`config.mk`:
```
export PLATFORM = sky130hd
export DESIGN_NAME = thick_midpoint_line_rasterizer_core
export DESIGN_NICKNAME = d
export VERILOG_FILES = /design/src/design/tmlr_pkg.sv /design/src/design/thick_midpoint_line_rasterizer_core.sv /design/src/design/tmlr_setup.sv
export SDC_FILE = /design/constraint.sdc
export NUM_CORES = 1
export LEC_CHECK = 0
export BUFFER_PORTS_ARGS = -buffer_cell sky130_fd_sc_hd__buf_4
export CORE_ASPECT_RATIO = 0.9
export CORE_UTILIZATION = 57
export CTS_CLUSTER_SIZE = 12
export DETAILED_ROUTE_END_ITERATION = 8
export HOLD_SLACK_MARGIN = 0.06
export PLACE_DENSITY = 0.76
export SLEW_MARGIN = 20
export SYNTH_ARGS = -nofsm -noshare
export SYNTH_HDL_FRONTEND = slang
export SYNTH_SLANG_ARGS = --single-unit
export TNS_END_PERCENT = 50
```
`constraint.sdc`:
```
create_clock -name clk -period 7.9 [get_ports clk]
set_input_delay 1.58 -clock clk [delete_from_list [all_inputs] [get_ports clk]]
set_output_delay 1.58 -clock clk [all_outputs]
set_load 0.05 [all_outputs]
```
`src/design/tmlr_pkg.sv`:
```
// Shared types and codes for the thick midpoint line rasterizer.
package tmlr_pkg;

    localparam int THICK_BITS = 4;
    localparam int RAD_BITS   = 3;
    localparam int OFF_BITS   = 4;

    localparam logic CMD_START = 1'b0;
    localparam logic CMD_TICK  = 1'b1;

    typedef logic [1:0] dir_t;

    localparam dir_t DIR_NONE = 2'd0;
    localparam dir_t DIR_UP   = 2'd1;
    localparam dir_t DIR_DOWN = 2'd2;

    // Per-line walk mode: which axis is major and how the minor axis steps.
    typedef struct packed {
        logic major_y;
        dir_t dir;
    } line_mode_t;

endpackage

```
`src/design/thick_midpoint_line_rasterizer_core.sv`:
```
// Thick midpoint line rasterizer: at most one pixel beat per command beat, all octants.
// A start beat (tuser = 0) loads both endpoints and yields the first pixel; each tick
// beat (tuser = 1) yields the next pixel, walking every offset pass of the thick line
// in turn; a tick with no line running is consumed and yields nothing. The block takes
// one beat per cycle sustained unless m_tready stalls the output: a beat is held in the
// input register, where the line setup or the single decision add and compare runs, and
// its pixel is then registered in the result register. tlast marks the final
// pixel of the final pass. Thickness is sampled at each start; zero acts as one.
module thick_midpoint_line_rasterizer_core #(
    parameter int  COORD_BITS = 10,
    localparam int IN_DATA_W  = ((4 * COORD_BITS + 7) / 8) * 8,
    localparam int OUT_DATA_W = ((2 * (COORD_BITS + 2) + 7) / 8) * 8
) (
    input  logic                            clk,
    input  logic                            rst_n,
    input  logic                            cfg_we,
    input  logic [tmlr_pkg::THICK_BITS-1:0] cfg_wdata,   // thickness
    input  logic                            s_tvalid,
    output logic                            s_tready,
    input  logic [IN_DATA_W-1:0]            s_tdata,     // start_x, start_y, end_x, end_y
    input  logic                            s_tuser,     // cmd
    output logic                            m_tvalid,
    input  logic                            m_tready,
    output logic [OUT_DATA_W-1:0]           m_tdata,     // pixel_x, pixel_y
    output logic                            m_tlast      // last_pixel
);
    import tmlr_pkg::*;

    localparam int CW = COORD_BITS + 2;
    localparam int DW = COORD_BITS + 3;

    // input register
    logic                  in_valid_reg;
    logic                  in_cmd_reg;
    logic [COORD_BITS-1:0] in_sx_reg;
    logic [COORD_BITS-1:0] in_sy_reg;
    logic [COORD_BITS-1:0] in_ex_reg;
    logic [COORD_BITS-1:0] in_ey_reg;

    logic [THICK_BITS-1:0] thickness_reg;

    // line state
    logic                  active_reg;
    logic                  active_next;
    logic [COORD_BITS-1:0] base_x_reg;
    logic [COORD_BITS-1:0] base_x_next;
    logic [COORD_BITS-1:0] base_y_reg;
    logic [COORD_BITS-1:0] base_y_next;
    logic [COORD_BITS-1:0] major_end_reg;
    logic [COORD_BITS-1:0] major_end_next;
    line_mode_t            mode_reg;
    line_mode_t            mode_next;
    logic signed [DW-1:0]  d0_reg;
    logic signed [DW-1:0]  d0_next;
    logic [COORD_BITS:0]   step_s_reg;
    logic [COORD_BITS:0]   step_s_next;
    logic signed [CW-1:0]  step_d_reg;
    logic signed [CW-1:0]  step_d_next;
    logic [RAD_BITS-1:0]   radius_reg;
    logic [RAD_BITS-1:0]   radius_next;
    logic signed [OFF_BITS-1:0] offset_reg;
    logic signed [OFF_BITS-1:0] offset_next;
    logic signed [CW-1:0]  cur_x_reg;
    logic signed [CW-1:0]  cur_x_next;
    logic signed [CW-1:0]  cur_y_reg;
    logic signed [CW-1:0]  cur_y_next;
    logic signed [DW-1:0]  dec_reg;
    logic signed [DW-1:0]  dec_next;

    // result register
    logic                  m_valid_reg;
    logic                  m_valid_next;
    logic signed [CW-1:0]  pix_x_reg;
    logic signed [CW-1:0]  pix_y_reg;
    logic                  pix_last_reg;

    // setup outputs
    logic [COORD_BITS-1:0] su_base_x;
    logic [COORD_BITS-1:0] su_base_y;
    logic [COORD_BITS-1:0] su_major_end;
    line_mode_t            su_mode;
    logic signed [DW-1:0]  su_d0;
    logic [COORD_BITS:0]   su_step_s;
    logic signed [CW-1:0]  su_step_d;

    logic                  out_free;
    logic                  advance;
    logic                  emit;
    logic                  last;
    logic signed [CW-1:0]  major_cur;
    logic signed [CW-1:0]  major_nx;
    logic signed [CW-1:0]  minor_step;
    logic [RAD_BITS-1:0]   start_radius;

    // Offset lands on the minor axis of the line.
    function automatic logic signed [CW-1:0] place(
        input logic [COORD_BITS-1:0]     base,
        input logic signed [OFF_BITS-1:0] off,
        input logic                      apply
    );
        logic signed [CW-1:0] off_ext;
        off_ext = {{(CW - OFF_BITS){off[OFF_BITS-1]}}, off};
        return $signed({2'b00, base}) + (apply ? off_ext : '0);
    endfunction

    tmlr_setup #(
        .COORD_BITS (COORD_BITS)
    ) u_setup (
        .sx        (in_sx_reg),
        .sy        (in_sy_reg),
        .ex        (in_ex_reg),
        .ey        (in_ey_reg),
        .base_x    (su_base_x),
        .base_y    (su_base_y),
        .major_end (su_major_end),
        .mode      (su_mode),
        .d0        (su_d0),
        .step_s    (su_step_s),
        .step_d    (su_step_d)
    );

    assign out_free = !m_valid_reg || m_tready;
    assign advance  = in_valid_reg && out_free;
    assign s_tready = !in_valid_reg || out_free;

    // thickness 0 and 1 both give radius 0
    assign start_radius = thickness_reg[THICK_BITS-1:1];
    assign major_cur    = mode_reg.major_y ? cur_y_reg : cur_x_reg;

    always_comb
    begin
        active_next    = active_reg;
        base_x_next    = base_x_reg;
        base_y_next    = base_y_reg;
        major_end_next = major_end_reg;
        mode_next      = mode_reg;
        d0_next        = d0_reg;
        step_s_next    = step_s_reg;
        step_d_next    = step_d_reg;
        radius_next    = radius_reg;
        offset_next    = offset_reg;
        cur_x_next     = cur_x_reg;
        cur_y_next     = cur_y_reg;
        dec_next       = dec_reg;
        minor_step     = '0;
        emit           = 1'b0;

        if (in_cmd_reg == CMD_START)
        begin
            base_x_next    = su_base_x;
            base_y_next    = su_base_y;
            major_end_next = su_major_end;
            mode_next      = su_mode;
            d0_next        = su_d0;
            step_s_next    = su_step_s;
            step_d_next    = su_step_d;
            radius_next    = start_radius;
            offset_next    = -$signed({1'b0, start_radius});
            cur_x_next     = place(su_base_x, offset_next, su_mode.major_y);
            cur_y_next     = place(su_base_y, offset_next, !su_mode.major_y);
            dec_next       = su_d0;
            active_next    = 1'b1;
            emit           = 1'b1;
        end
        else if (active_reg)
        begin
            if (major_cur < $signed({2'b00, major_end_reg}))
            begin
                if (dec_reg[DW-1] || dec_reg == '0)
                begin
                    dec_next = dec_reg + $signed({2'b00, step_s_reg});
                end
                else
                begin
                    dec_next = dec_reg + {step_d_reg[CW-1], step_d_reg};
                    unique case (mode_reg.dir)
                        DIR_UP:   minor_step = CW'(1);
                        DIR_DOWN: minor_step = '1;
                        default:  minor_step = '0;
                    endcase
                end
                if (mode_reg.major_y)
                begin
                    cur_y_next = cur_y_reg + CW'(1);
                    cur_x_next = cur_x_reg + minor_step;
                end
                else
                begin
                    cur_x_next = cur_x_reg + CW'(1);
                    cur_y_next = cur_y_reg + minor_step;
                end
                emit = 1'b1;
            end
            else if (offset_reg < $signed({1'b0, radius_reg}))
            begin
                // next offset pass
                offset_next = offset_reg + OFF_BITS'(1);
                cur_x_next  = place(base_x_reg, offset_next, mode_reg.major_y);
                cur_y_next  = place(base_y_reg, offset_next, !mode_reg.major_y);
                dec_next    = d0_reg;
                emit        = 1'b1;
            end
            else
            begin
                active_next = 1'b0;
            end
        end

        major_nx = mode_next.major_y ? cur_y_next : cur_x_next;
        last     = (major_nx >= $signed({2'b00, major_end_next}))
                   && (offset_next >= $signed({1'b0, radius_next}));
        if (emit && last)
        begin
            active_next = 1'b0;
        end
    end

    always_comb
    begin
        m_valid_next = m_valid_reg;
        if (m_tready)
        begin
            m_valid_next = 1'b0;
        end
        if (advance && emit)
        begin
            m_valid_next = 1'b1;
        end
    end

    always_ff @(posedge clk or negedge rst_n)
    begin
        if (!rst_n)
        begin
            in_valid_reg  <= 1'b0;
            thickness_reg <= THICK_BITS'(1);
            active_reg    <= 1'b0;
            m_valid_reg   <= 1'b0;
        end
        else
        begin
            if (s_tready)
            begin
                in_valid_reg <= s_tvalid;
            end
            if (cfg_we)
            begin
                thickness_reg <= cfg_wdata;
            end
            if (advance)
            begin
                active_reg <= active_next;
            end
            m_valid_reg <= m_valid_next;
        end
    end

    always_ff @(posedge clk)
    begin
        if (s_tready && s_tvalid)
        begin
            in_cmd_reg <= s_tuser;
            in_sx_reg  <= s_tdata[COORD_BITS-1:0];
            in_sy_reg  <= s_tdata[2*COORD_BITS-1:COORD_BITS];
            in_ex_reg  <= s_tdata[3*COORD_BITS-1:2*COORD_BITS];
            in_ey_reg  <= s_tdata[4*COORD_BITS-1:3*COORD_BITS];
        end
        if (advance)
        begin
            base_x_reg    <= base_x_next;
            base_y_reg    <= base_y_next;
            major_end_reg <= major_end_next;
            mode_reg      <= mode_next;
            d0_reg        <= d0_next;
            step_s_reg    <= step_s_next;
            step_d_reg    <= step_d_next;
            radius_reg    <= radius_next;
            offset_reg    <= offset_next;
            cur_x_reg     <= cur_x_next;
            cur_y_reg     <= cur_y_next;
            dec_reg       <= dec_next;
        end
        if (advance && emit)
        begin
            pix_x_reg    <= cur_x_next;
            pix_y_reg    <= cur_y_next;
            pix_last_reg <= last;
        end
    end

    assign m_tvalid = m_valid_reg;
    assign m_tdata  = OUT_DATA_W'({pix_y_reg, pix_x_reg});
    assign m_tlast  = pix_last_reg;

    // a waiting final pixel means no line is running
    assert property (@(posedge clk) disable iff (!rst_n)
        m_tvalid && m_tlast |-> !active_reg)
        else $error("line still active after final pixel");

    assert property (@(posedge clk) disable iff (!rst_n)
        active_reg |-> (offset_reg <= $signed({1'b0, radius_reg}))
                    && (offset_reg >= -$signed({1'b0, radius_reg})))
        else $error("offset outside radius");

    assert property (@(posedge clk) disable iff (!rst_n)
        active_reg |-> major_cur <= $signed({2'b00, major_end_reg}))
        else $error("major axis walked past end point");

    assert property (@(posedge clk) disable iff (!rst_n)
        !m_tvalid |-> s_tready)
        else $error("input stalled with empty result register");

endmodule

```
`src/design/tmlr_setup.sv`:
```
// Line setup: octant, endpoint ordering and midpoint decision terms.
module tmlr_setup #(
    parameter int COORD_BITS = 10
) (
    input  logic [COORD_BITS-1:0]        sx,
    input  logic [COORD_BITS-1:0]        sy,
    input  logic [COORD_BITS-1:0]        ex,
    input  logic [COORD_BITS-1:0]        ey,
    output logic [COORD_BITS-1:0]        base_x,
    output logic [COORD_BITS-1:0]        base_y,
    output logic [COORD_BITS-1:0]        major_end,
    output tmlr_pkg::line_mode_t         mode,
    output logic signed [COORD_BITS+2:0] d0,
    output logic [COORD_BITS:0]          step_s,
    output logic signed [COORD_BITS+1:0] step_d
);
    import tmlr_pkg::*;

    logic signed [COORD_BITS:0] dx;
    logic signed [COORD_BITS:0] dy;
    logic signed [COORD_BITS:0] dx_abs;
    logic signed [COORD_BITS:0] dy_abs;
    logic [COORD_BITS-1:0]      adx;
    logic [COORD_BITS-1:0]      ady;
    logic [COORD_BITS-1:0]      maj;
    logic [COORD_BITS-1:0]      mnr;
    logic                       major_y;
    logic                       swap;
    logic [COORD_BITS-1:0]      ax;
    logic [COORD_BITS-1:0]      ay;
    logic [COORD_BITS-1:0]      bx;
    logic [COORD_BITS-1:0]      by;
    logic                       minor_pos;
    logic                       minor_neg;

    assign dx     = $signed({1'b0, ex}) - $signed({1'b0, sx});
    assign dy     = $signed({1'b0, ey}) - $signed({1'b0, sy});
    assign dx_abs = dx[COORD_BITS] ? -dx : dx;
    assign dy_abs = dy[COORD_BITS] ? -dy : dy;
    assign adx    = dx_abs[COORD_BITS-1:0];
    assign ady    = dy_abs[COORD_BITS-1:0];

    assign major_y = ady > adx;
    // walk the major axis from low to high
    assign swap    = major_y ? (sy > ey) : (sx > ex);

    assign ax = swap ? ex : sx;
    assign ay = swap ? ey : sy;
    assign bx = swap ? sx : ex;
    assign by = swap ? sy : ey;

    assign maj = major_y ? ady : adx;
    assign mnr = major_y ? adx : ady;

    assign minor_pos = major_y ? (bx > ax) : (by > ay);
    assign minor_neg = major_y ? (bx < ax) : (by < ay);

    always_comb
    begin
        mode.major_y = major_y;
        if (minor_pos)
        begin
            mode.dir = DIR_UP;
        end
        else if (minor_neg)
        begin
            mode.dir = DIR_DOWN;
        end
        else
        begin
            mode.dir = DIR_NONE;
        end
    end

    assign base_x    = ax;
    assign base_y    = ay;
    assign major_end = major_y ? by : bx;

    assign d0     = $signed({2'b00, mnr, 1'b0}) - $signed({3'b000, maj});
    assign step_s = {mnr, 1'b0};
    assign step_d = $signed({1'b0, mnr, 1'b0}) - $signed({1'b0, maj, 1'b0});

endmodule
```
## Word-level counts from Yosys, hierarchy flattened

Index checks and enable logic that the tools add are counted.

| storage, ports and cells | value |
|---|---|
| register bits | 185 |
| input port bits | 50 |
| output and inout bits | 27 |
| logic and storage cells | 127 |

| operators by class | value |
|---|---|
| add/subtract/negate cells | 18 |
| magnitude comparators | 11 |
| equal/unequal tests | 4 |
| mux-type cells | 54 |
| bitwise operators | 1 |
| reduce and logical (&&, ||, !) cells | 14 |

Operator list:

| kind | count |
|---|---|
| $mux 12 | 20 |
| $mux 10 | 10 |
| $mux 13 | 5 |
| $gt 10x10->1 | 5 |
| $add 10x12->12 | 4 |
| $add 12x12->12 | 2 |
| $add 12x2->12 const B | 2 |
| $pmux 12 s2 | 1 |
| $sub 10x10->11 | 2 |
| $lt 10x10->1 | 2 |
| $neg 10->10 | 2 |
| $mux 4 | 4 |
| $add 13x12->13 | 1 |
| $add 13x13->13 | 1 |
| $logic_not 13->1 | 1 |
| $ge 12x11->1 | 1 |
| $lt 12x11->1 | 1 |
| $sub 11x10->12 | 1 |
| $sub 11x11->12 | 1 |
| $mux 1 | 10 |
| $mux 3 | 2 |
| $logic_and 1x1->1 | 5 |
| $add 4x2->4 const B | 1 |
| $ge 4x4->1 | 1 |
| 13 further kinds | 17 |

## Depth between registers and ports, before layout

Gate-level depths: netlist (run 1).

| logic depth | value |
|---|---|
| depth after elaboration | 16 |
| mapped depth | 43 |
| mapped depth without buffers | 39 |

## By module

Synthesis (run 1) repeated with hierarchy kept, for this count alone.

| unflattened totals | value |
|---|---|
| cells, all modules | 1,746 |
| area, all modules | 16,150.5 µm² |

Modules (own cells, without submodules):

| module | instances | cells an instance | area an instance (µm²) | sequential area each (µm²) |
|---|---|---|---|---|
| thick_midpoint_line_rasterizer_core | 1 | 1,102 | 12,026.5 | 5,525.3 |
| tmlr_setup | 1 | 644 | 4,124.0 | 0.0 |

## Least setup slack after synthesis (run 1)

OpenSTA, ideal clock, no wires.

| timing path | value |
|---|---|
| kind | flip-flop to flip-flop |
| start | register in_ex_reg[0] |
| end | register pix_last_reg (netlist: m_tlast), data pin |
| library setup time | 0.266 ns |
| arrival | 8.407 ns |
| data required time | 7.634 ns |
| slack | -0.773 ns |
| stages on the path, launching flop included | 42 |
| path buffers | 4 |
| period minus slack after synthesis | 8.673 ns |
| cell sequence | edfxtp_1 -> inv_1 -> ha_1 -> inv_1 -> fa_1 -> a211oi_1 -> nor2_1 -> xor2_1 -> or3_1 -> nand2b_1 -> o21ai_0 -> xnor2_1 -> ha_1 -> a21oi_1 -> o211ai_1 -> or3_1 -> buf_2 -> nand2_2 -> [6 not listed] -> a21o_1 -> a21oi_1 -> inv_1 -> a21oi_1 -> o21ai_0 -> a31o_2 -> a21oi_1 -> xnor2_1 -> mux2i_1 -> mux2_2 -> ha_1 -> a2111oi_0 -> o21ai_0 -> a221o_1 -> nor3_1 -> mux2i_1 -> nand3_1 -> a211oi_1 |

| between the ends | value |
|---|---|
| longest elaborated chain between the ends | 11 |
| elaborated cells on any way between the ends | 22 |
| those cells by class | 4 x add/sub; 3 x order compare; 14 x mux; 1 x reduce/logical |

Ends and longest elaborated chain:

| item | line | RTL |
|---|---|---|
| start, declared | thick_midpoint_line_rasterizer_core.sv:37 | `logic [COORD_BITS-1:0] in_ex_reg;` |
| start signal, assigned | thick_midpoint_line_rasterizer_core.sv:265 | `in_ex_reg <= s_tdata[3*COORD_BITS-1:2*COORD_BITS];` |
| $sub 10x10->11 | tmlr_setup.sv:36 | `assign dx = $signed({1'b0, ex}) - $signed({1'b0, sx});` |
| $neg 10->10 | tmlr_setup.sv:38 | `assign dx_abs = dx[COORD_BITS] ? -dx : dx;` |
| $mux 10 | tmlr_setup.sv:38 |  |
| $gt 10x10->1 | tmlr_setup.sv:43 | `assign major_y = ady > adx;` |
| $mux 1 * | tmlr_setup.sv:45 | `assign swap = major_y ? (sy > ey) : (sx > ex);` |
| $mux 10 * | tmlr_setup.sv:47 | `assign ax = swap ? ex : sx;` |
| net su_base_x[1] | thick_midpoint_line_rasterizer_core.sv:78 | `logic [COORD_BITS-1:0] su_base_x;` |
| $add 10x12->12 * | thick_midpoint_line_rasterizer_core.sv:103 | `return $signed({2'b00, base}) + (apply ? off_ext : '0);` |
| $mux 12 * | thick_midpoint_line_rasterizer_core.sv:148 | `if (in_cmd_reg == CMD_START)` |
| net cur_x_next[7] | thick_midpoint_line_rasterizer_core.sv:64 | `logic signed [CW-1:0] cur_x_next;` |
| $mux 12 * | thick_midpoint_line_rasterizer_core.sv:209 | `major_nx = mode_next.major_y ? cur_y_next : cur_x_next;` |
| $ge 12x11->1 * | thick_midpoint_line_rasterizer_core.sv:210 | `last = (major_nx >= $signed({2'b00, major_end_next}))` |
| $logic_and 1x1->1 * | thick_midpoint_line_rasterizer_core.sv:211 | `&& (offset_next >= $signed({1'b0, radius_next}));` |
| net last | thick_midpoint_line_rasterizer_core.sv:89 | `logic last;` |
| end signal, assigned | thick_midpoint_line_rasterizer_core.sv:287 | `pix_last_reg <= last;` |
| end, declared | thick_midpoint_line_rasterizer_core.sv:75 | `logic pix_last_reg;` |

Mark *: on every way through the listed nets, which the timed path passes. The rest lies on a longest branch.
A chain may end at the register's enable or synchronous reset.

## Worst setup path after layout (run 1)

| timing path | value |
|---|---|
| start | register in_ey_reg[3] |
| end | register pix_last_reg (netlist: m_tlast), data pin |

| between the ends | value |
|---|---|
| longest elaborated chain between the ends | 11 |
| elaborated cells on any way between the ends | 22 |
| those cells by class | 4 x add/sub; 3 x order compare; 14 x mux; 1 x reduce/logical |

Ends and longest elaborated chain:

| item | line | RTL |
|---|---|---|
| start, declared | thick_midpoint_line_rasterizer_core.sv:38 | `logic [COORD_BITS-1:0] in_ey_reg;` |
| start signal, assigned | thick_midpoint_line_rasterizer_core.sv:266 | `in_ey_reg <= s_tdata[4*COORD_BITS-1:3*COORD_BITS];` |
| $sub 10x10->11 | tmlr_setup.sv:37 | `assign dy = $signed({1'b0, ey}) - $signed({1'b0, sy});` |
| $neg 10->10 | tmlr_setup.sv:39 | `assign dy_abs = dy[COORD_BITS] ? -dy : dy;` |
| $mux 10 | tmlr_setup.sv:39 |  |
| $gt 10x10->1 | tmlr_setup.sv:43 |  |
| $mux 1 * | tmlr_setup.sv:45 |  |
| $mux 10 * | tmlr_setup.sv:47 |  |
| net su_base_x[1] | thick_midpoint_line_rasterizer_core.sv:78 |  |
| $add 10x12->12 * | thick_midpoint_line_rasterizer_core.sv:103 |  |
| $mux 12 * | thick_midpoint_line_rasterizer_core.sv:148 |  |
| net cur_x_next[4] | thick_midpoint_line_rasterizer_core.sv:64 |  |
| $mux 12 * | thick_midpoint_line_rasterizer_core.sv:209 |  |
| $ge 12x11->1 * | thick_midpoint_line_rasterizer_core.sv:210 |  |
| $logic_and 1x1->1 * | thick_midpoint_line_rasterizer_core.sv:211 |  |
| net last | thick_midpoint_line_rasterizer_core.sv:89 |  |

Marked as above.

==> results of run 1 <==
final timing paths:
kind	startpoint	end	slack, ns	cells after the start
max in group asynchronous	rst_n	thickness_reg[2]	6.85	1
setup reg to reg	in_ey_reg[3]	m_tlast	-0.05	37
min in group asynchronous	rst_n	active_reg	0.93	1
setup / recovery	in_ey_reg[3]	m_tlast	-0.05	37
hold reg to reg	m_tvalid	m_tvalid	0.54	2
hold / removal	m_tvalid	m_tvalid	0.54	2
cell usage after synthesis, drive strengths merged (11+ instances only):
cell type	instances	area (um2)
nor2	144	540.5
fa	11	220.2
o221ai	12	105.1
mux2i	18	180.2
clkbuf	44	165.2
a211oi	30	230.2
nand2	130	490.5
xnor2	64	560.5
o21ai	128	640.6
nor2b	14	87.58
and3	22	137.6
a31oi	17	106.4
buf	18	88.84
o22ai	13	81.33
o21a	18	135.1
a21oi	117	585.6
nand3	38	195.2
xor2	49	429.2
or3	15	93.84
inv	110	412.9
and2	17	106.4
ha	154	1927
nor3	42	210.2
mux2	24	270.3
o211ai	18	135.1
nand2b	23	143.9
edfxtp	176	5285
a21o	42	315.3
a311oi	11	96.34
through the flow:
step,std cells,hold WS (ns),setup TNS (ns)
2_1_floorplan,1690,0.5250,0
3_3_place_gp,2304,0.5129,-0.8318
3_5_place_dp,2304,0.5301,-0.9090
4_1_cts,2345,0.5463,-0.05684
5_1_grt,2360,0.6051,-0.5777
6_report,2360,0.5420,-0.07212
layer usage:
layer  part of all wire [%]  vias up  track usage [%]  wire, um
met5                      0        -                0         0
met1                     45     6928            49.53     21640
met3                    9.4      113            7.259      4530
li1                       -     6963                -         -
met4                    3.2        0            13.25      1534
met2                     43      691            51.68     20650
critical path, delay by kind of cell, from the launching register on:
| kind | cells | cell delay (ns) |
|---|---|---|
| compound gates | 12 | 2.48 |
| xor+xnor | 2 | 0.30 |
| fa+ha+maj | 4 | 1.33 |
| buf+inv | 8 | 1.06 |
| flops | 1 | 0.43 |
| mux | 2 | 0.42 |
| simple gates | 9 | 1.63 |
cell type report:
type | instances | area (um2) | area share [%]
tap | 348 | 435.4 | 2.224
clock buffer | 18 | 429.2 | 2.192
timing repair buffer | 352 | 2681 | 13.69
multi-input combinational | 1335 | 10030 | 51.22
sequential | 182 | 5435 | 27.76
clock inverter | 14 | 155.1 | 0.7923
inverter | 111 | 416.7 | 2.128
cells by family (layout without fill, tap and decap cells):
group                    count (synthesis)  in the layout  synth area share (%)
multiplexers                            42             42                 2.903
AO/OA/AOI/OAI                          526            526                 22.46
flip-flops                             182            182                 35.03
XOR/XNOR                               114            114                 6.523
AND/OR/NAND/NOR                        488            488                 14.93
adder cells (fa/ha/maj)                165            165                 13.84
buffers and inverters                  173            495                 4.322
timing repair:
item | in CTS | in global routing
setup endpoints to repair | 2 | 2
pin swaps | 26 | 43
resized for setup | 50 | 67
setup buffers | 9 | 16
hold buffers | 0 | 0
==> summary.md, run 1 <==
| Metric | Value |
|---|---|
| Post-Syn Area | `15520 um2` |
| Initial antenna violation count | `0` |
| Via count | `14700` |
| Gr usage total | `34.77%` |
| Avg Cell Area, Syn | `9.182 um2` |
| Post-Syn Nets | `1905` |
| CP dominant cell by count | `buf_4` |
| Commonest cells after routing, fill and taps aside | `buf_4 (345), edfxtp_1 (176), ha_1 (140)` |
| Num rows | `56` |
| Post-synth ARST share | `3.297%` |
| Skew-Pair Late Insertion Delay | `0.46 ns` |
| Drt wl/cell | `20.49 um` |
| Worst path required time | `8.09 ns` |
| RSZ-0062 raised after global routing | `yes` |
| DIE AREA | `27890 um2` |
| Worst EP arrival | `8.15 ns` |
| Overflow after GRT | `0` |
| First-pass GRT wire length | `73970 um` |
| Max_slew headroom | `23.75%` |
| CP Class | `reg2reg` |
| Remaining antenna violation count after routing | `0` |
| Total iterations of the first detailed-routing run | `5` |
| Pins Over Slew Limit | `0` |
| Share of cells above drive strength 1 | `25.65%` |
| Max clock buf depth | `2` |
| Seq/Total Area, Yosys | `35.03%` |
| Library cells used by synthesis | `84` |
| Violated checks | `setup timing` |
| Final hold viol count | `0` |
| Syn. warnings | `0` |
| Nets | `2214` |
| CTS tree | `done` |
| Placer Congestion | `0.9833` |
| Outcome | `finished, violations left` |
| Number of CTS-inserted buffers | `17` |
| Layout filler cell count | `1909` |
| Die Span Y | `158.5 um` |
| HPWL after DPL | `37110 um` |
| Fmax achieved | `125.8 MHz` |
| Initial Utilization | `58.74%` |
| DRC Markers | `0` |
| Tcrit/Tclk final | `100.7%` |
| Largest net degree at the start of global routing | `56` |
| Pre-CTS WS | `-0.4724 ns` |
| Final core utilization | `74.13%` |
| Area after DPL | `18260 um2` |
| Root Driver | `clkbuf_16` |
| Setup-failing EPs final | `2` |
| Ports | `77` |
| DR iter-0 viols | `1545` |
| Critical Path Max Stage Delay | `0.44 ns` |
| Clk_skew | `0.01747 ns` |
| DR vias/cell | `6.227` |
| Crit-path max FO | `5` |
| Worst Max-Slew Pin Slew | `1.140 ns` |
| Worst-path clk slew | `0.07 ns` |
| Port bufs | `75` |
| Setup slack after layout | `-0.05174 ns` |
| Number of global-route vias before repair | `13960` |
| Core Footprint | `26420 um2` |
| Inserted Diodes | `0` |
| Post-synth EDFFs | `176` |
| Clk sink count | `182` |
| Max FFs per register | `13` |
| Critical path's slowest cell | `or3_4` |
| Die width | `175.9 um` |
| Critical Path Start Type | `flip-flop` |
| HP Class | `reg2reg` |
| Most common cell after layout, fill and taps aside | `buf_4` |
| Top_reg_cell synth | `edfxtp_1` |
| #FFs+latches synth | `182` |
| Max_cap viols | `0` |
| Routed WL | `48350 um` |
| Crit path capture type | `flip-flop` |
| Min Tclk post-route | `7.952 ns` |
| H-tree Lvls | `4` |
| Layout Cell Area excl Fill | `19580 um2` |
| Area grow syn2layout | `26.20%` |
| Post-Syn Instances | `1690` |
Power of run 1 is left out: the tool's default activity adds up to more than one toggle a clock period on the data nets, which glitch-free logic cannot reach.
==> inputs of run 2 (changes only) <==
- CTS_CLUSTER_SIZE: 12 -> not set
- SYNTH_HIERARCHICAL: not set -> 1
==> run 2 against run 1 <==
Effect of this change: the flow now finishes without violations; die area up 4.0%; sequential share of layout area shrank 0.23 points; highest routed layer unchanged; critical endpoint unchanged; worst setup slack improved by 0.17 ns; maximum frequency up 2.2%; critical path type unchanged.
==> summary.md, run 2 <==
| Metric | Value |
|---|---|
| #FFs+latches synth | `185` |
| Top_reg_cell synth | `edfxtp_1` |
| Via count | `15180` |
| Clk sink count | `185` |
| Ports | `77` |
| Fmax achieved | `128.5 MHz` |
| Pre-CTS WS | `-0.5442 ns` |
| Core Footprint | `27870 um2` |
| Nets | `2277` |
| Routed WL | `49930 um` |
| HPWL after DPL | `38200 um` |
| Synth top cells by count | `edfxtp_1 (179), ha_1 (159), nand2_1 (151)` |
| Setup slack after layout | `0.1196 ns` |
| Worst Max-Slew Pin Slew | `1.033 ns` |
| Drt wl/cell | `20.55 um` |
| Final hold viol count | `0` |
| Post-Syn Instances | `1746` |
| Outcome | `complete, no violations` |
| Commonest cells after routing, fill and taps aside | `buf_4 (352), edfxtp_1 (179), nand2_1 (150), ha_1 (150), nor2_1 (116)` |
| CP bufs+invs | `6` |
| Min Tclk post-route | `7.780 ns` |
| Die width | `179.4 um` |
| Worst EP arrival | `7.98 ns` |
| Largest cells by area after synthesis | `edfxtp_1 (33%), ha_1 (12%), a21oi_1 (3.7%)` |
| CP dominant cell by count | `buf_4` |
| Post-synth EDFFs | `179` |
| Crit path max-delay family | `compound AO/OA/AOI/OAI gates` |
| Seq/Total Area, Yosys | `34.21%` |
| H-tree Lvls | `4` |
| Setup-failing EPs final | `0` |
| First-pass GRT wire length | `75820 um` |
| Max_cap viols | `0` |
| Worst-path clk slew | `0.09 ns` |
| Inserted Diodes | `0` |
| Avg Cell Area, Syn | `9.250 um2` |
| Library cells used by synthesis | `103` |
| Worst path required time | `8.10 ns` |
| CTS tree | `done` |
| Remaining antenna violation count after routing | `0` |
| Post-Syn Area | `16150 um2` |
| Placer Congestion | `0.9534` |
| Syn. warnings | `6` |
| Share of cells above drive strength 1 | `26.76%` |
| Largest net degree at the start of global routing | `67` |
| Initial antenna violation count | `1` |
| Critical Path Start Type | `flip-flop` |
| CP Class | `reg2reg` |
| Num rows | `58` |
| Root Driver | `clkbuf_16` |
| Critical Path Max Stage Delay | `0.51 ns` |
| Overflow after GRT | `0` |
| DRC Markers | `0` |
| Number of global-route vias before repair | `14210` |
| Total iterations of the first detailed-routing run | `6` |
| DR vias/cell | `6.245` |
| Die Span Y | `161.7 um` |
| Post-synth ARST share | `3.243%` |
| Max clock buf depth | `2` |
| Port bufs | `75` |
| Most common cell in the netlist | `edfxtp_1` |
| Number of CTS-inserted buffers | `17` |
| Critical path's slowest cell | `edfxtp_1` |
| HP Class | `reg2reg` |
| Synth area leader | `edfxtp_1` |
| Pins Over Slew Limit | `0` |
| Tcrit/Tclk final | `98.49%` |
| Synth top area share | `33.28%` |
| DIE AREA | `29010 um2` |
| Most common cell after layout, fill and taps aside | `buf_4` |
| Initial Utilization | `57.96%` |
| Skew-Pair Late Insertion Delay | `0.45 ns` |
| Gr usage total | `33.75%` |
| Post-CTS Hold Buffers | `0` |
| Area grow syn2layout | `24.29%` |
| Clk_skew | `0.01972 ns` |
| Max_slew headroom | `31.14%` |
| DR iter-0 viols | `1894` |
| Crit path capture type | `flip-flop` |
| Crit-path max FO | `7` |
## run 2: cell families after synthesis
family	count (synthesis)	share of synthesized area (%)
muxes	56	3.796
AOI/OAI and AO/OA	531	22.19
DFF	185	34.21
xor gates and xnor gates	110	6.012
buffers and inverters	182	4.656
other	1	0.02322
adders and majority gates	170	13.68
and+or+nand+nor	511	15.43
## run 2: metrics by stage
stage	setup TNS [ns]	area, um2	hold slack [ns]	utilization (%)	instances
5_1_grt	-0.2067	20070	0.6083	72.03	2430
4_1_cts	0	19570	0.5509	70.24	2411
3_3_place_gp	-0.6452	18810	0.5115	67.49	2375
6_report	0	20070	0.5465	72.03	2430
2_1_floorplan	0	16160	0.5432	-	1747
3_5_place_dp	-1.026	18810	0.5281	67.49	2375
## run 2: final cells by class
type / instances / area, um2
fill: 2082 / 7794
sequential: 185 / 5525
clock inverter: 15 / 200.2
tap: 360 / 450.4
clock buffer: 17 / 425.4
timing repair buffer: 356 / 2688
inverter: 117 / 439.2
multi-input combinational: 1380 / 10340
## run 2: path summary, 6_finish.rpt
| path | depth (start not counted) | endpoint | startpoint | slack (ns) |
|---|---|---|---|---|
| hold reg to reg | 2 | m_tvalid | m_tvalid | 0.55 |
| min in group asynchronous | 1 | in_valid_reg | rst_n | 0.95 |
| setup reg to reg | 38 | m_tlast | in_sx_reg[1] | 0.12 |
| max in group asynchronous | 1 | thickness_reg[1] | rst_n | 6.81 |
| hold / removal | 2 | m_tvalid | m_tvalid | 0.55 |
| setup / recovery | 38 | m_tlast | in_sx_reg[1] | 0.12 |
## run 2: worst min-delay path, delay by kind of cell, from the launching register on
family	cells	cell delay, ns
AND/OR/NAND/NOR	2	0.14
flip-flops	1	0.38
## run 2: timing repair
action | in CTS | in global routing
setup buffers | 4 | 20
pin swaps | 9 | 57
endpoints found under the setup margin | 2 | 2
resized for setup | 31 | 78
## run 2: routing by layer
| metal | vias up | share of wire (%) | GRT usage [%] |
|---|---|---|---|
| met3 | 113 | 9.4 | 5.045 |
| met1 | 7192 | 42 | 46.50 |
| met4 | 0 | 2.9 | 11.52 |
| li1 | 7100 | - | - |
| met2 | 771 | 45 | 54.58 |
| met5 | - | 0 | 0 |
Power of run 2 is left out for the same reason.
==> inputs of run 3 (changes only) <==
- RECOVER_POWER: not set -> 100
==> run 3 against run 2 <==
Effect of this change: the flow now finishes with violations (capacitance limit, slew limit); non-clock buffer count unchanged; global-route usage unchanged; register-to-register slack got worse by 0.02 ns; cell area decreased by 0.74%; clock-buffer cell count unchanged; die area unchanged; critical path type unchanged; critical endpoint unchanged.
==> summary.md, run 3 (synthesized netlist as in run 2, its figures left out) <==
| Metric | Value |
|---|---|
| Worst path required time | `8.10 ns` |
| Area grow syn2layout | `23.37%` |
| Fmax achieved | `128.2 MHz` |
| HP Class | `reg2reg` |
| Share of cells above drive strength 1 | `24.78%` |
| DR vias/cell | `6.256` |
| Final core utilization | `71.50%` |
| Nets | `2277` |
| Clk_skew | `0.01797 ns` |
| Fin Hold WS | `0.5456 ns` |
| Top Layer Used | `met4` |
| DRC Markers | `0` |
| Number of global-route vias before repair | `14210` |
| Worst EP arrival | `8.00 ns` |
| Port bufs | `75` |
| Largest net degree at the start of global routing | `67` |
| DR iter-0 viols | `1889` |
| Max clock buf depth | `2` |
| CTS tree | `done` |
| CP Class | `reg2reg` |
| Skew-Pair Late Insertion Delay | `0.45 ns` |
| Wire length on met2 | `22480 um` |
| Worst r2r src | `in_sx_reg[1]` |
| Commonest cells after routing, fill and taps aside | `buf_4 (276), edfxtp_1 (179), nand2_1 (151)` |
| Inst Count DP | `2375` |
| Clk sink count | `185` |
| Max_slew headroom | `-88.85%` |
| Initial antenna violation count | `1` |
| Critical path launch point | `in_sx_reg[1]` |
| Routed WL | `49890 um` |
| Die Span Y | `161.7 um` |
| H-tree Lvls | `4` |
| Drt wl/cell | `20.53 um` |
| Tcrit/Tclk final | `98.72%` |
| Crit path capture type | `flip-flop` |
| Inserted Diodes | `0` |
| Worst r2r dst | `m_tlast` |
| Critical Path Start Type | `flip-flop` |
| DIE AREA | `29010 um2` |
| Pins Over Slew Limit | `185` |
| Most common cell after layout, fill and taps aside | `buf_4` |
| Total iterations of the first detailed-routing run | `6` |
| Ports | `77` |
| CP endpoint | `m_tlast` |
| Setup tns final | `0 ns` |
| Min Tclk post-route | `7.799 ns` |
| Worst reg-to-reg path cell count | `38` |
| Initial Utilization | `57.96%` |
| Number of CTS-inserted buffers | `17` |
| Placer Congestion | `0.9534` |
| Gr usage total | `33.75%` |
| Outcome | `finished, violations left` |
| Crit-path max FO | `7` |
| Met1 WL | `21260 um` |
| First-pass GRT wire length | `75820 um` |
| WL met3 | `4538 um` |
| Worst-path clk slew | `0.09 ns` |
| HPWL after DPL | `38200 um` |
| CP dominant cell by count | `buf_4` |
| Die width | `179.4 um` |
| Setup-failing EPs final | `0` |
| Final hold viol count | `0` |
| Setup slack, reg-to-reg | `0.10 ns` |
| Max_cap viols | `6` |
| Critical path's slowest cell | `edfxtp_1` |
| Core Footprint | `27870 um2` |
| Via count | `15200` |
| Overflow after GRT | `0` |
| Worst Max-Slew Pin Slew | `2.833 ns` |
| Critical Path Max Stage Delay | `0.50 ns` |
| Root Driver | `clkbuf_16` |
| Violated checks | `capacitance limit, slew limit` |
| Num rows | `58` |
| Remaining antenna violation count after routing | `0` |
| Fin cells | `2430` |
## run 3: how the worst min path moves through the flow
stage	from	to	cells past startpoint
floorplan	in_valid_reg	active_reg	3
global placement	m_tvalid	m_tvalid	2
detailed placement	m_tvalid	m_tvalid	2
CTS	m_tvalid	m_tvalid	2
global route	m_tvalid	m_tvalid	2
finish	m_tvalid	m_tvalid	2
## run 3: area by class of cell
class	count	area, um2
clock buffers	17	425.4
clock inverters	15	200.2
fillers	2129	7941
inverters	117	439.2
multi-input cells	1380	10320
flip-flops and latches	185	5525
well taps	360	450.4
repair buffers	356	2560
## run 3: layer usage
metal  up-vias  global-route usage [%]
met3       133                   5.045
met2       793                   54.58
met5         -                       0
met4         0                   11.52
met1      7175                   46.50
li1       7101                       -
## run 3: stage by stage
step / setup slack [ns] / cell area (um2)
floorplan: 0.004406 / 16160
global placement: -0.3568 / 18810
detailed placement: -0.5442 / 18810
CTS: 0.0003215 / 19570
global route: -0.1173 / 19930
finish: 0.1013 / 19930
## run 3: timing repair
action	in CTS	in global routing
setup buffers	4	20
resized for setup	31	78
endpoints found under the setup margin	2	2
hold buffers	0	0
pin swaps	9	57
## run 3: critical path, delay by kind of cell (launching register included)
family / cells / cell delay, ns
compound gates: 14 / 2.47
fa+ha+maj: 5 / 1.55
simple gates: 9 / 1.17
buf+inv: 6 / 0.96
xor+xnor: 3 / 0.65
flops: 1 / 0.50
mux: 1 / 0.23
Power of run 3 is left out for the same reason.
